File: src/hdl/jddn_pkg.sv
`timescale 1ns / 1ps
// ---------------------------------------------------------------------------
// jddn_pkg
// Shared types, constants and constant-divisor helpers for the Julian day
// number unit.
// ---------------------------------------------------------------------------
package jddn_pkg;

   localparam logic [13:0] YEAR_MAX        = 14'd9999;
   localparam logic [13:0] EPOCH_YEARS     = 14'd4800;
   localparam logic [23:0] JDN_BIAS        = 24'd32083;
   localparam logic [23:0] CIVIL_BIAS      = 24'd32082;
   // day number of March 22 plus 13, less the year terms
   localparam logic [23:0] EASTER_BIAS     = 24'd32048;
   localparam logic [16:0] SHIFT_YEAR_LO   = 17'd4800;
   localparam logic [16:0] SHIFT_YEAR_HI   = 17'd14799;

   // Stage-two word handed from the front end to the back stages
   typedef struct packed {
      logic        bad;
      logic [13:0] year;
      logic [22:0] jdn;
      logic [24:0] sj;
      logic [1:0]  b0;
      logic [2:0]  c0;
      logic [4:0]  d0;
      logic [1:0]  b1;
      logic [2:0]  c1;
      logic [4:0]  d1;
      logic [22:0] base0;
   } front_type;

   // Remainder by 19 of a year, reciprocal multiply
   function automatic logic [4:0] mod19_f(input logic [13:0] x);
      logic [30:0] p;
      logic [10:0] q;
      logic [13:0] r;
      p = 31'(x) * 31'd55189;
      q = p[30:20];
      r = x - 14'(14'(q) * 14'd19);
      return r[4:0];
   endfunction

   // Remainder by 7 of a 14-bit value
   function automatic logic [2:0] mod7_f(input logic [13:0] x);
      logic [27:0] p;
      logic [11:0] q;
      logic [13:0] r;
      p = 28'(x) * 28'd9363;
      q = p[27:16];
      r = x - 14'(14'(q) * 14'd7);
      return r[2:0];
   endfunction

   // Remainder by 30 of a 9-bit value
   function automatic logic [4:0] mod30_f(input logic [8:0] x);
      logic [20:0] p;
      logic [4:0]  q;
      logic [8:0]  r;
      p = 21'(x) * 21'd2185;
      q = p[20:16];
      r = x - 9'(9'(q) * 9'd30);
      return r[4:0];
   endfunction

   // Quotient by 5 of an 11-bit value
   function automatic logic [8:0] div5_f(input logic [10:0] x);
      logic [24:0] p;
      p = 25'(x) * 25'd13108;
      return p[24:16];
   endfunction

endpackage

File: src/hdl/julian_date_day_number_unit.sv
`timescale 1ns / 1ps
// ---------------------------------------------------------------------------
// julian_date_day_number_unit
// Julian-calendar date to day number, weekday, date shifted by an offset
// and the following Easter date, one date per cycle unless the output is held.
// ---------------------------------------------------------------------------
//   channel  | direction | handshake            | word
//   req_     | in        | req_valid/req_ready  | year, month, day, day offset
//   rsp_     | out       | rsp_valid/rsp_ready  | day number, weekday, shifted
//            |           |                      | date, Easter date, error flag
//
// Six register stages. A new date may enter every cycle in which the output word
// is not held.
// The whole pipeline advances together; it holds while rsp_valid is high
// and rsp_ready is low, so req_ready follows rsp_ready or an empty output.
// Reset clears the stage valid bits only.
// ---------------------------------------------------------------------------
module julian_date_day_number_unit import jddn_pkg::*; (
   input  logic        clock,
   input  logic        reset,
   input  logic        req_valid,
   output logic        req_ready,
   input  logic [13:0] req_year_in,
   input  logic [3:0]  req_month_in,
   input  logic [4:0]  req_day_in,
   input  logic [22:0] req_day_offset,
   output logic        rsp_valid,
   input  logic        rsp_ready,
   output logic [22:0] rsp_day_number,
   output logic [2:0]  rsp_weekday,
   output logic [13:0] rsp_shifted_year,
   output logic [3:0]  rsp_shifted_month,
   output logic [4:0]  rsp_shifted_day,
   output logic [13:0] rsp_easter_year,
   output logic [2:0]  rsp_easter_month,
   output logic [4:0]  rsp_easter_day,
   output logic        rsp_error_flag
);

   logic        en;
   logic [5:0]  valid_ff, valid_in;
   front_type   st2;
   logic        neg;
   logic [15:0] q;
   logic [8:0]  e;
   logic [3:0]  k;
   logic [2:0]  wk;
   logic        later;
   logic [2:0]  emonth;
   logic [4:0]  eday;
   logic        bad3_ff, bad4_ff, bad5_ff;
   logic [13:0] year3_ff, year4_ff, year5_ff;
   logic [22:0] jdn3_ff, jdn4_ff, jdn5_ff;
   logic        k10;
   logic [8:0]  t5;
   logic [8:0]  sd9;
   logic [3:0]  sm;
   logic [16:0] sy17;
   logic [16:0] sy_off;
   logic        civ_err, east_err, err;
   logic [22:0] dn_ff;
   logic [2:0]  wk_ff;
   logic [13:0] sy_ff, ey_ff;
   logic [3:0]  sm_ff;
   logic [4:0]  sd_ff, ed_ff;
   logic [2:0]  em_ff;
   logic        err_ff;

   // Advance every stage together unless the output word is held
   assign en        = !valid_ff[5] || rsp_ready;
   assign req_ready = en;
   assign valid_in  = {valid_ff[4:0], req_valid};

   always_ff @(posedge clock) begin
      if (reset) begin
         valid_ff <= '0;
      end else if (en) begin
         valid_ff <= valid_in;
      end
   end

   jddn_front u_front (
      .clock      (clock),
      .en         (en),
      .year_in    (req_year_in),
      .month_in   (req_month_in),
      .day_in     (req_day_in),
      .day_offset (req_day_offset),
      .st2        (st2)
   );

   jddn_civil u_civil (
      .clock (clock),
      .en    (en),
      .sj    (st2.sj),
      .neg   (neg),
      .q     (q),
      .e     (e),
      .k     (k)
   );

   jddn_calendar u_calendar (
      .clock   (clock),
      .en      (en),
      .st2     (st2),
      .weekday (wk),
      .later   (later),
      .emonth  (emonth),
      .eday    (eday)
   );

   // Carry the input check, year and day number alongside the back stages
   always_ff @(posedge clock) begin
      if (en) begin
         bad3_ff  <= st2.bad;
         year3_ff <= st2.year;
         jdn3_ff  <= st2.jdn;
         bad4_ff  <= bad3_ff;
         year4_ff <= year3_ff;
         jdn4_ff  <= jdn3_ff;
         bad5_ff  <= bad4_ff;
         year5_ff <= year4_ff;
         jdn5_ff  <= jdn4_ff;
      end
   end

   // Finish the shifted date, range-check both years
   always_comb begin
      k10      = (k >= 4'd10);
      t5       = div5_f(11'(k) * 11'd153 + 11'd2);
      sd9      = e - t5 + 9'd1;
      sm       = k10 ? k - 4'd9 : k + 4'd3;
      sy17     = 17'(q) + 17'(k10);
      sy_off   = sy17 - SHIFT_YEAR_LO;
      civ_err  = neg || (sy17 < SHIFT_YEAR_LO) || (sy17 > SHIFT_YEAR_HI);
      east_err = later && (year5_ff == YEAR_MAX);
      err      = bad5_ff || civ_err || east_err;
   end

   // Load the output word, zeroed on error
   always_ff @(posedge clock) begin
      if (en) begin
         err_ff <= err;
         if (err) begin
            dn_ff <= '0;
            wk_ff <= '0;
            sy_ff <= '0;
            sm_ff <= '0;
            sd_ff <= '0;
            ey_ff <= '0;
            em_ff <= '0;
            ed_ff <= '0;
         end else begin
            dn_ff <= jdn5_ff;
            wk_ff <= wk;
            sy_ff <= sy_off[13:0];
            sm_ff <= sm;
            sd_ff <= sd9[4:0];
            ey_ff <= year5_ff + 14'(later);
            em_ff <= emonth;
            ed_ff <= eday;
         end
      end
   end

   assign rsp_valid         = valid_ff[5];
   assign rsp_day_number    = dn_ff;
   assign rsp_weekday       = wk_ff;
   assign rsp_shifted_year  = sy_ff;
   assign rsp_shifted_month = sm_ff;
   assign rsp_shifted_day   = sd_ff;
   assign rsp_easter_year   = ey_ff;
   assign rsp_easter_month  = em_ff;
   assign rsp_easter_day    = ed_ff;
   assign rsp_error_flag    = err_ff;

   a_hold_on_stall: assert property (@(posedge clock) disable iff (reset)
      rsp_valid && !rsp_ready |=> rsp_valid && $stable(rsp_day_number) &&
                                  $stable(rsp_error_flag))
      else $error("output word changed while stalled");

   a_error_zero: assert property (@(posedge clock) disable iff (reset)
      rsp_valid && rsp_error_flag |-> rsp_day_number == 23'd0 &&
                                      rsp_easter_month == 3'd0 && rsp_shifted_year == 14'd0)
      else $error("error word carries data");

   a_weekday_range: assert property (@(posedge clock) disable iff (reset)
      rsp_valid && !rsp_error_flag |-> rsp_weekday < 3'd7)
      else $error("weekday out of range");

   a_easter_month: assert property (@(posedge clock) disable iff (reset)
      rsp_valid && !rsp_error_flag |-> rsp_easter_month >= 3'd3 && rsp_easter_month <= 3'd5)
      else $error("Easter month out of range");

endmodule

File: src/hdl/jddn_front.sv
`timescale 1ns / 1ps
// ---------------------------------------------------------------------------
// jddn_front
// Stages one and two: field check, day number, shifted day number and the
// Easter epact terms for the input year and the year after.
// ---------------------------------------------------------------------------
module jddn_front import jddn_pkg::*; (
   input  logic        clock,
   input  logic        en,
   input  logic [13:0] year_in,
   input  logic [3:0]  month_in,
   input  logic [4:0]  day_in,
   input  logic [22:0] day_offset,
   output front_type   st2
);

   logic        bad_in, bad_ff;
   logic        a_mar;
   logic [3:0]  mm;
   logic [13:0] yp;
   logic [13:0] year_ff;
   logic [4:0]  day_ff;
   logic [22:0] off_ff;
   logic [8:0]  t1_in, t1_ff;
   logic [13:0] yy_in, yy_ff;
   logic [13:0] ye_in, ye_ff;
   logic [4:0]  a0_in, a0_ff, a1_in, a1_ff;
   logic [2:0]  c0_in, c0_ff, c1_in, c1_ff;
   logic [23:0] jdn_w, base_w;
   front_type   st2_in, st2_ff;

   // Check fields and split the date into shifted-year terms
   always_comb begin
      bad_in = (year_in > YEAR_MAX) || (month_in == 4'd0) || (month_in > 4'd12) ||
               (day_in == 5'd0);
      a_mar  = (month_in < 4'd3);
      mm     = a_mar ? month_in + 4'd9 : month_in - 4'd3;
      yy_in  = year_in + EPOCH_YEARS - 14'(a_mar);
      ye_in  = year_in + EPOCH_YEARS;
      t1_in  = div5_f(11'(mm) * 11'd153 + 11'd2);
      yp     = year_in + 14'd1;
      a0_in  = mod19_f(year_in);
      a1_in  = mod19_f(yp);
      c0_in  = mod7_f(year_in);
      c1_in  = mod7_f(yp);
   end

   always_ff @(posedge clock) begin
      if (en) begin
         bad_ff  <= bad_in;
         year_ff <= year_in;
         day_ff  <= day_in;
         off_ff  <= day_offset;
         t1_ff   <= t1_in;
         yy_ff   <= yy_in;
         ye_ff   <= ye_in;
         a0_ff   <= a0_in;
         a1_ff   <= a1_in;
         c0_ff   <= c0_in;
         c1_ff   <= c1_in;
      end
   end

   // Sum the day number, add the offset, reduce the epacts
   always_comb begin
      jdn_w  = 24'(day_ff) + 24'(t1_ff) + 24'(yy_ff) * 24'd365 + 24'(yy_ff[13:2]) - JDN_BIAS;
      base_w = 24'(ye_ff) * 24'd365 + 24'(ye_ff[13:2]) - EASTER_BIAS;
      st2_in.bad   = bad_ff;
      st2_in.year  = year_ff;
      st2_in.jdn   = jdn_w[22:0];
      st2_in.sj    = {2'b00, jdn_w[22:0]} + {{2{off_ff[22]}}, off_ff};
      st2_in.b0    = year_ff[1:0];
      st2_in.b1    = year_ff[1:0] + 2'd1;
      st2_in.c0    = c0_ff;
      st2_in.c1    = c1_ff;
      st2_in.d0    = mod30_f(9'(a0_ff) * 9'd19 + 9'd15);
      st2_in.d1    = mod30_f(9'(a1_ff) * 9'd19 + 9'd15);
      st2_in.base0 = base_w[22:0];
   end

   always_ff @(posedge clock) begin
      if (en) begin
         st2_ff <= st2_in;
      end
   end

   assign st2 = st2_ff;

endmodule

File: src/hdl/jddn_civil.sv
`timescale 1ns / 1ps
// ---------------------------------------------------------------------------
// jddn_civil
// Stages three to five: inverse day number, giving the four-year cycle
// count, day of cycle year and month index of the shifted date.
// ---------------------------------------------------------------------------
module jddn_civil import jddn_pkg::*; (
   input  logic        clock,
   input  logic        en,
   input  logic [24:0] sj,
   output logic        neg,
   output logic [15:0] q,
   output logic [8:0]  e,
   output logic [3:0]  k
);

   logic [23:0] c_in, c3_ff;
   logic [51:0] qp;
   logic [15:0] q3_ff, q4_ff, q5_ff;
   logic        neg3_ff, neg4_ff, neg5_ff;
   logic [26:0] tp;
   logic [23:0] ediff;
   logic [8:0]  e4_ff, e5_ff;
   logic [10:0] kx;
   logic [21:0] kp;
   logic [3:0]  k5_ff;

   // Quotient of (4c + 3) by 1461 through a reciprocal
   always_comb begin
      c_in = sj[23:0] + CIVIL_BIAS;
      qp   = 52'({c_in, 2'b11}) * 52'd47035919;
   end

   always_ff @(posedge clock) begin
      if (en) begin
         c3_ff   <= c_in;
         q3_ff   <= qp[51:36];
         neg3_ff <= sj[24];
      end
   end

   // Day within the cycle year
   always_comb begin
      tp    = 27'(q3_ff) * 27'd1461;
      ediff = c3_ff - 24'(tp[26:2]);
   end

   always_ff @(posedge clock) begin
      if (en) begin
         e4_ff   <= ediff[8:0];
         q4_ff   <= q3_ff;
         neg4_ff <= neg3_ff;
      end
   end

   // Month index, quotient of (5e + 2) by 153
   always_comb begin
      kx = 11'(e4_ff) * 11'd5 + 11'd2;
      kp = 22'(kx) * 22'd1714;
   end

   always_ff @(posedge clock) begin
      if (en) begin
         k5_ff   <= kp[21:18];
         e5_ff   <= e4_ff;
         q5_ff   <= q4_ff;
         neg5_ff <= neg4_ff;
      end
   end

   assign neg = neg5_ff;
   assign q   = q5_ff;
   assign e   = e5_ff;
   assign k   = k5_ff;

endmodule

File: src/hdl/jddn_calendar.sv
`timescale 1ns / 1ps
// ---------------------------------------------------------------------------
// jddn_calendar
// Stages three to five: weekday of the input date and the Easter month and
// day, moving to the next year when the date lies after this year's Easter.
// ---------------------------------------------------------------------------
module jddn_calendar import jddn_pkg::*; (
   input  logic        clock,
   input  logic        en,
   input  front_type   st2,
   output logic [2:0]  weekday,
   output logic        later,
   output logic [2:0]  emonth,
   output logic [4:0]  eday
);

   logic [2:0]  e0_in, e1_in, e0_ff, e1_ff;
   logic [4:0]  d0_ff, d1_ff;
   logic [22:0] base_ff, jdn_ff;
   logic [46:0] wp_in, wp_ff;
   logic [20:0] wq;
   logic [22:0] rem;
   logic [23:0] ej0;
   logic        later_in, later4_ff, later5_ff;
   logic [6:0]  v_in, v_ff;
   logic [2:0]  wk4_ff, wk5_ff;
   logic [2:0]  em_in, em_ff;
   logic [4:0]  ed_in, ed_ff;

   // Weekday terms and the Easter offset for both years
   always_comb begin
      e0_in = mod7_f(14'({st2.b0, 1'b0}) + 14'({st2.c0, 2'b00}) +
                     14'(st2.d0) * 14'd6 + 14'd6);
      e1_in = mod7_f(14'({st2.b1, 1'b0}) + 14'({st2.c1, 2'b00}) +
                     14'(st2.d1) * 14'd6 + 14'd6);
      wp_in = 47'(st2.jdn) * 47'd9586981;
   end

   always_ff @(posedge clock) begin
      if (en) begin
         e0_ff   <= e0_in;
         e1_ff   <= e1_in;
         d0_ff   <= st2.d0;
         d1_ff   <= st2.d1;
         base_ff <= st2.base0;
         jdn_ff  <= st2.jdn;
         wp_ff   <= wp_in;
      end
   end

   // Compare with this year's Easter and pick the March offset
   always_comb begin
      wq       = wp_ff[46:26];
      rem      = jdn_ff - 23'(23'(wq) * 23'd7);
      ej0      = 24'(base_ff) + 24'(d0_ff) + 24'(e0_ff);
      later_in = ({1'b0, jdn_ff} > ej0);
      v_in     = later_in ? 7'd35 + 7'(d1_ff) + 7'(e1_ff)
                          : 7'd35 + 7'(d0_ff) + 7'(e0_ff);
   end

   always_ff @(posedge clock) begin
      if (en) begin
         wk4_ff    <= rem[2:0];
         later4_ff <= later_in;
         v_ff      <= v_in;
      end
   end

   // Fold the March offset into March, April or May
   always_comb begin
      if (v_ff <= 7'd31) begin
         em_in = 3'd3;
         ed_in = v_ff[4:0];
      end else if (v_ff <= 7'd61) begin
         em_in = 3'd4;
         ed_in = 5'(v_ff - 7'd31);
      end else begin
         em_in = 3'd5;
         ed_in = 5'(v_ff - 7'd61);
      end
   end

   always_ff @(posedge clock) begin
      if (en) begin
         wk5_ff    <= wk4_ff;
         later5_ff <= later4_ff;
         em_ff     <= em_in;
         ed_ff     <= ed_in;
      end
   end

   assign weekday = wk5_ff;
   assign later   = later5_ff;
   assign emonth  = em_ff;
   assign eday    = ed_ff;

endmodule

File: config.mk
export PLATFORM = sky130hd
export DESIGN_NAME = julian_date_day_number_unit
export DESIGN_NICKNAME = d
export VERILOG_FILES = /design/src/hdl/jddn_pkg.sv /design/src/hdl/julian_date_day_number_unit.sv /design/src/hdl/jddn_front.sv /design/src/hdl/jddn_civil.sv /design/src/hdl/jddn_calendar.sv
export SDC_FILE = /design/constraint.sdc
export NUM_CORES = 2
export LEC_CHECK = 0
export BUFFER_PORTS_ARGS = -buffer_cell sky130_fd_sc_hd__clkbuf_2
export CAP_MARGIN = 15
export CORE_AREA = 4 4 382 384
export DETAILED_ROUTE_END_ITERATION = 8
export DIE_AREA = 0 0 386 388
export PLACE_DENSITY = 0.75
export SLEW_MARGIN = 10
export SYNTH_ARGS = -nofsm -noshare
export SYNTH_HDL_FRONTEND = slang
export SYNTH_SLANG_ARGS = --single-unit
export TNS_END_PERCENT = 50
File: constraint.sdc
create_clock -name clock -period 22.4 [get_ports clock]
set_input_delay 4.48 -clock clock [delete_from_list [all_inputs] [get_ports clock]]
set_output_delay 4.48 -clock clock [all_outputs]
set_load 0.02 [all_outputs]
==> flow_summary.json <==
{
  "htreeDepth": 2,
  "synth_top_area_share_pct": 26.4,
  "synth_cells": 6061,
  "yosysTopAreaCell": "ha_1",
  "synth_edf_count": 523,
  "numPortBuffers": 123,
  "syn2layout_area_growth_pct": 7.20,
  "vias_per_cell": 5.06,
  "postCtsSetupRepairBufs": 0,
  "pin_count": 124,
  "grt_use_total_pct": 19.4,
  "die_area_um2": 150000,
  "antenna_found_initial": 5,
  "final.period_utilization_pct": 60.2,
  "grt_overflow_total": 0,
  "crit_top_cell": "xnor2_1",
  "clockBufferDepth": 3,
  "crit_fanout": 25,
  "hold_buffers": 0,
  "crit_type": "in -> reg",
  "grt_pass1_vias": 45600,
  "fin_skew_ns": 0.0522,
  "drc": 0,
  "synthDistinctLibCells": 106,
  "slew_headroom_pct": 32.6,
  "drtIter0Drc": 2122,
  "tritoncts": "yes",
  "ys_top_cells_by_area": "ha_1 (26%), fa_1 (25%), edfxtp_1 (23%)",
  "fmax_mhz": 74.2,
  "period_needed_ns": 13.48,
  "cp_data_required_time_ns": 22.81,
  "hold_violations": 0,
  "cts-root-buf": "clkbuf_16",
  "insertion_delay_ns": 0.67,
  "ys_top_cells_by_count": "inv_1 (1566), ha_1 (1435), fa_1 (834), edfxtp_1 (523), xnor2_1 (321)",
  "synthFlopType": "edfxtp_1",
  "arrival_ns": 13.89,
  "tightest_slew_ns": 1.00,
  "core_um2": 143000,
  "syn_area_per_cell_um2": 11.2,
  "status": "finished clean",
  "antenna_left": 0,
  "synth_area_um2": 67900,
  "cts.reportedPaths.clkPinSlew_ns": 0.06,
  "ys_seq_area_share_pct": 23.3,
  "async_flop_share_pct": 0,
  "num_vias": 41500,
  "cts_resized": 0,
  "crit_path_start_kind": "input pin",
  "die_w_um": 386,
  "drt_wl_total_mm": 140,
  "fp.dieH_um": 388,
  "fin_nets": 8562,
  "placementRows": 139,
  "numCtsBuffers": 56,
  "setup.worst_path.end_class": "flop",
  "rsz0062_at_grt": "no",
  "worst_path_largest_cell_delay_ns": 0.71,
  "slowest_stage": "clkbuf_2",
  "hpwl_mm": 121,
  "finalSetupTns_ns": 0,
  "gp_congestion": 0.945,
  "worst_hold_path_type": "reg -> reg",
  "synth.most_common_cell": "inv_1",
  "initial_core_util_pct": 47.5,
  "synth-warning-count": 0,
  "drive_above_1_share_pct": 4.79,
  "grt_max_degree": 186,
  "max_cap_violations": 0,
  "first_pass_iters": 8,
  "grt_pass1_wl_mm": 233,
  "syn-num-nets": 8380,
  "maxSlewViolCount": 0,
  "avgRoutedWirePerCell_um": 17.1,
  "ys_ff_latch": 529,
  "cts.sinks": 529,
  "setup_violations": 0
}
==> area by class of cell <==
class	instances	area [um2]
Clock inverter	37	378
Multi-Input combinational cell	3943	46100
Fill cell	12300	70000
Tap cell	1903	2380
Antenna cell	2	5.00
Inverter	1571	5910
Clock buffer	67	1440
Timing Repair Buffer	142	771
Sequential cell	529	15800
==> cell families (layout without fill, tap and decap cells) <==
kind of cell / count (synthesis) / count (layout) / synth area share, %
other: 0 / 2 / 0
buffers and inverters: 1589 / 1817 / 8.84
AO/OA/AOI/OAI: 582 / 582 / 5.71
XOR/XNOR: 466 / 466 / 6.05
adder cells (fa/ha/maj): 2269 / 2269 / 51.0
AND/OR/NAND/NOR: 609 / 609 / 4.79
multiplexers: 17 / 17 / 0.256
flip-flops: 529 / 529 / 23.3
==> sequential cells by signal, indices dropped and copies added, names as in the netlist, 8 cells and up <==
| register | flops |
|---|---|
| rsp_day_number | 23 |
| u_calendar.base_ff | 23 |
| u_front.yy_ff | 14 |
| u_civil.q4_ff | 16 |
| u_civil.q | 16 |
| u_front.ye_ff | 14 |
| rsp_easter_year | 14 |
| u_front.st2 | 104 |
| jdn4_ff | 23 |
| year5_ff | 14 |
| jdn5_ff | 23 |
| u_civil.q3_ff | 16 |
| year4_ff | 14 |
| u_civil.e4_ff | 9 |
| u_front.year_ff | 8 |
| year3_ff | 14 |
| rsp_shifted_year | 14 |
| u_front.t1_ff | 9 |
| u_calendar.jdn_ff | 21 |
| u_front.off_ff | 23 |
| u_civil.c3_ff | 9 |
==> placed cells by master, fill, tap and decap left out, drive strengths merged, types with 7 or more instances in the layout <==
master / n
o21a: 36
and3: 33
o211ai: 16
nand4: 30
clkbuf: 190
nor2b: 31
xnor2: 322
buf: 19
xor2: 144
nand2b: 28
nor2: 156
or3: 12
o31ai: 7
nand3: 63
nor4: 11
a21o: 78
o21ai: 89
a211oi: 12
nor3: 45
a31oi: 28
mux2i: 14
and2: 56
ha: 1435
edfxtp: 523
o21bai: 34
inv: 1574
a21oi: 200
o2111ai: 8
fa: 834
nand2: 101
or2: 12
clkinv: 25
==> metrics by stage <==
step | hold WS [ns] | setup slack, ns | area, um2 | utilization (%) | instances
after floorplan | 0.400 | 3.09 | 67900 | - | 6061
after global routing | 0.386 | 8.41 | 72800 | 51.0 | 8194
after global placement | 0.401 | 8.38 | 70900 | 49.7 | 8088
after CTS | 0.360 | 8.96 | 72800 | 51.0 | 8192
final | 0.374 | 8.92 | 72800 | 51.0 | 8194
after detailed placement | 0.405 | 8.28 | 70900 | 49.7 | 8088
==> path summary, 6_finish.rpt <==
| check | slack (ns) | depth (start not counted) | to | from |
|---|---|---|---|---|
| worst max-delay path | 8.92 | 33 | u_front.a1_ff[4] | req_year_in[0] |
| worst min register to register | 0.37 | 0 | u_calendar.base_ff[22] | u_front.st2[22] |
| worst max register to register | 12.46 | 28 | u_civil.q3_ff[11] | u_front.st2[44] |
| worst min-delay path | 0.37 | 0 | u_calendar.base_ff[22] | u_front.st2[22] |
==> critical path: cells and delay by family <==
family | cells | cell delay (ns)
AND/OR/NAND/NOR | 4 | 1.17
adder cells (fa/ha/maj) | 10 | 4.09
buffers and inverters | 5 | 1.13
AO/OA/AOI/OAI | 6 | 1.30
XOR/XNOR | 8 | 1.67
==> routing by layer <==
layer	vias up	global-route usage [%]	part of all wire (%)
met4	2	5.47	3.1
met1	20400	25.2	43
met3	231	2.98	4.8
met5	-	0	0.0093
li1	20100	-	-
met2	804	33.5	49
Power is left out: the tool's default activity adds up to more than one toggle a clock period on the data nets, which glitch-free logic cannot reach.
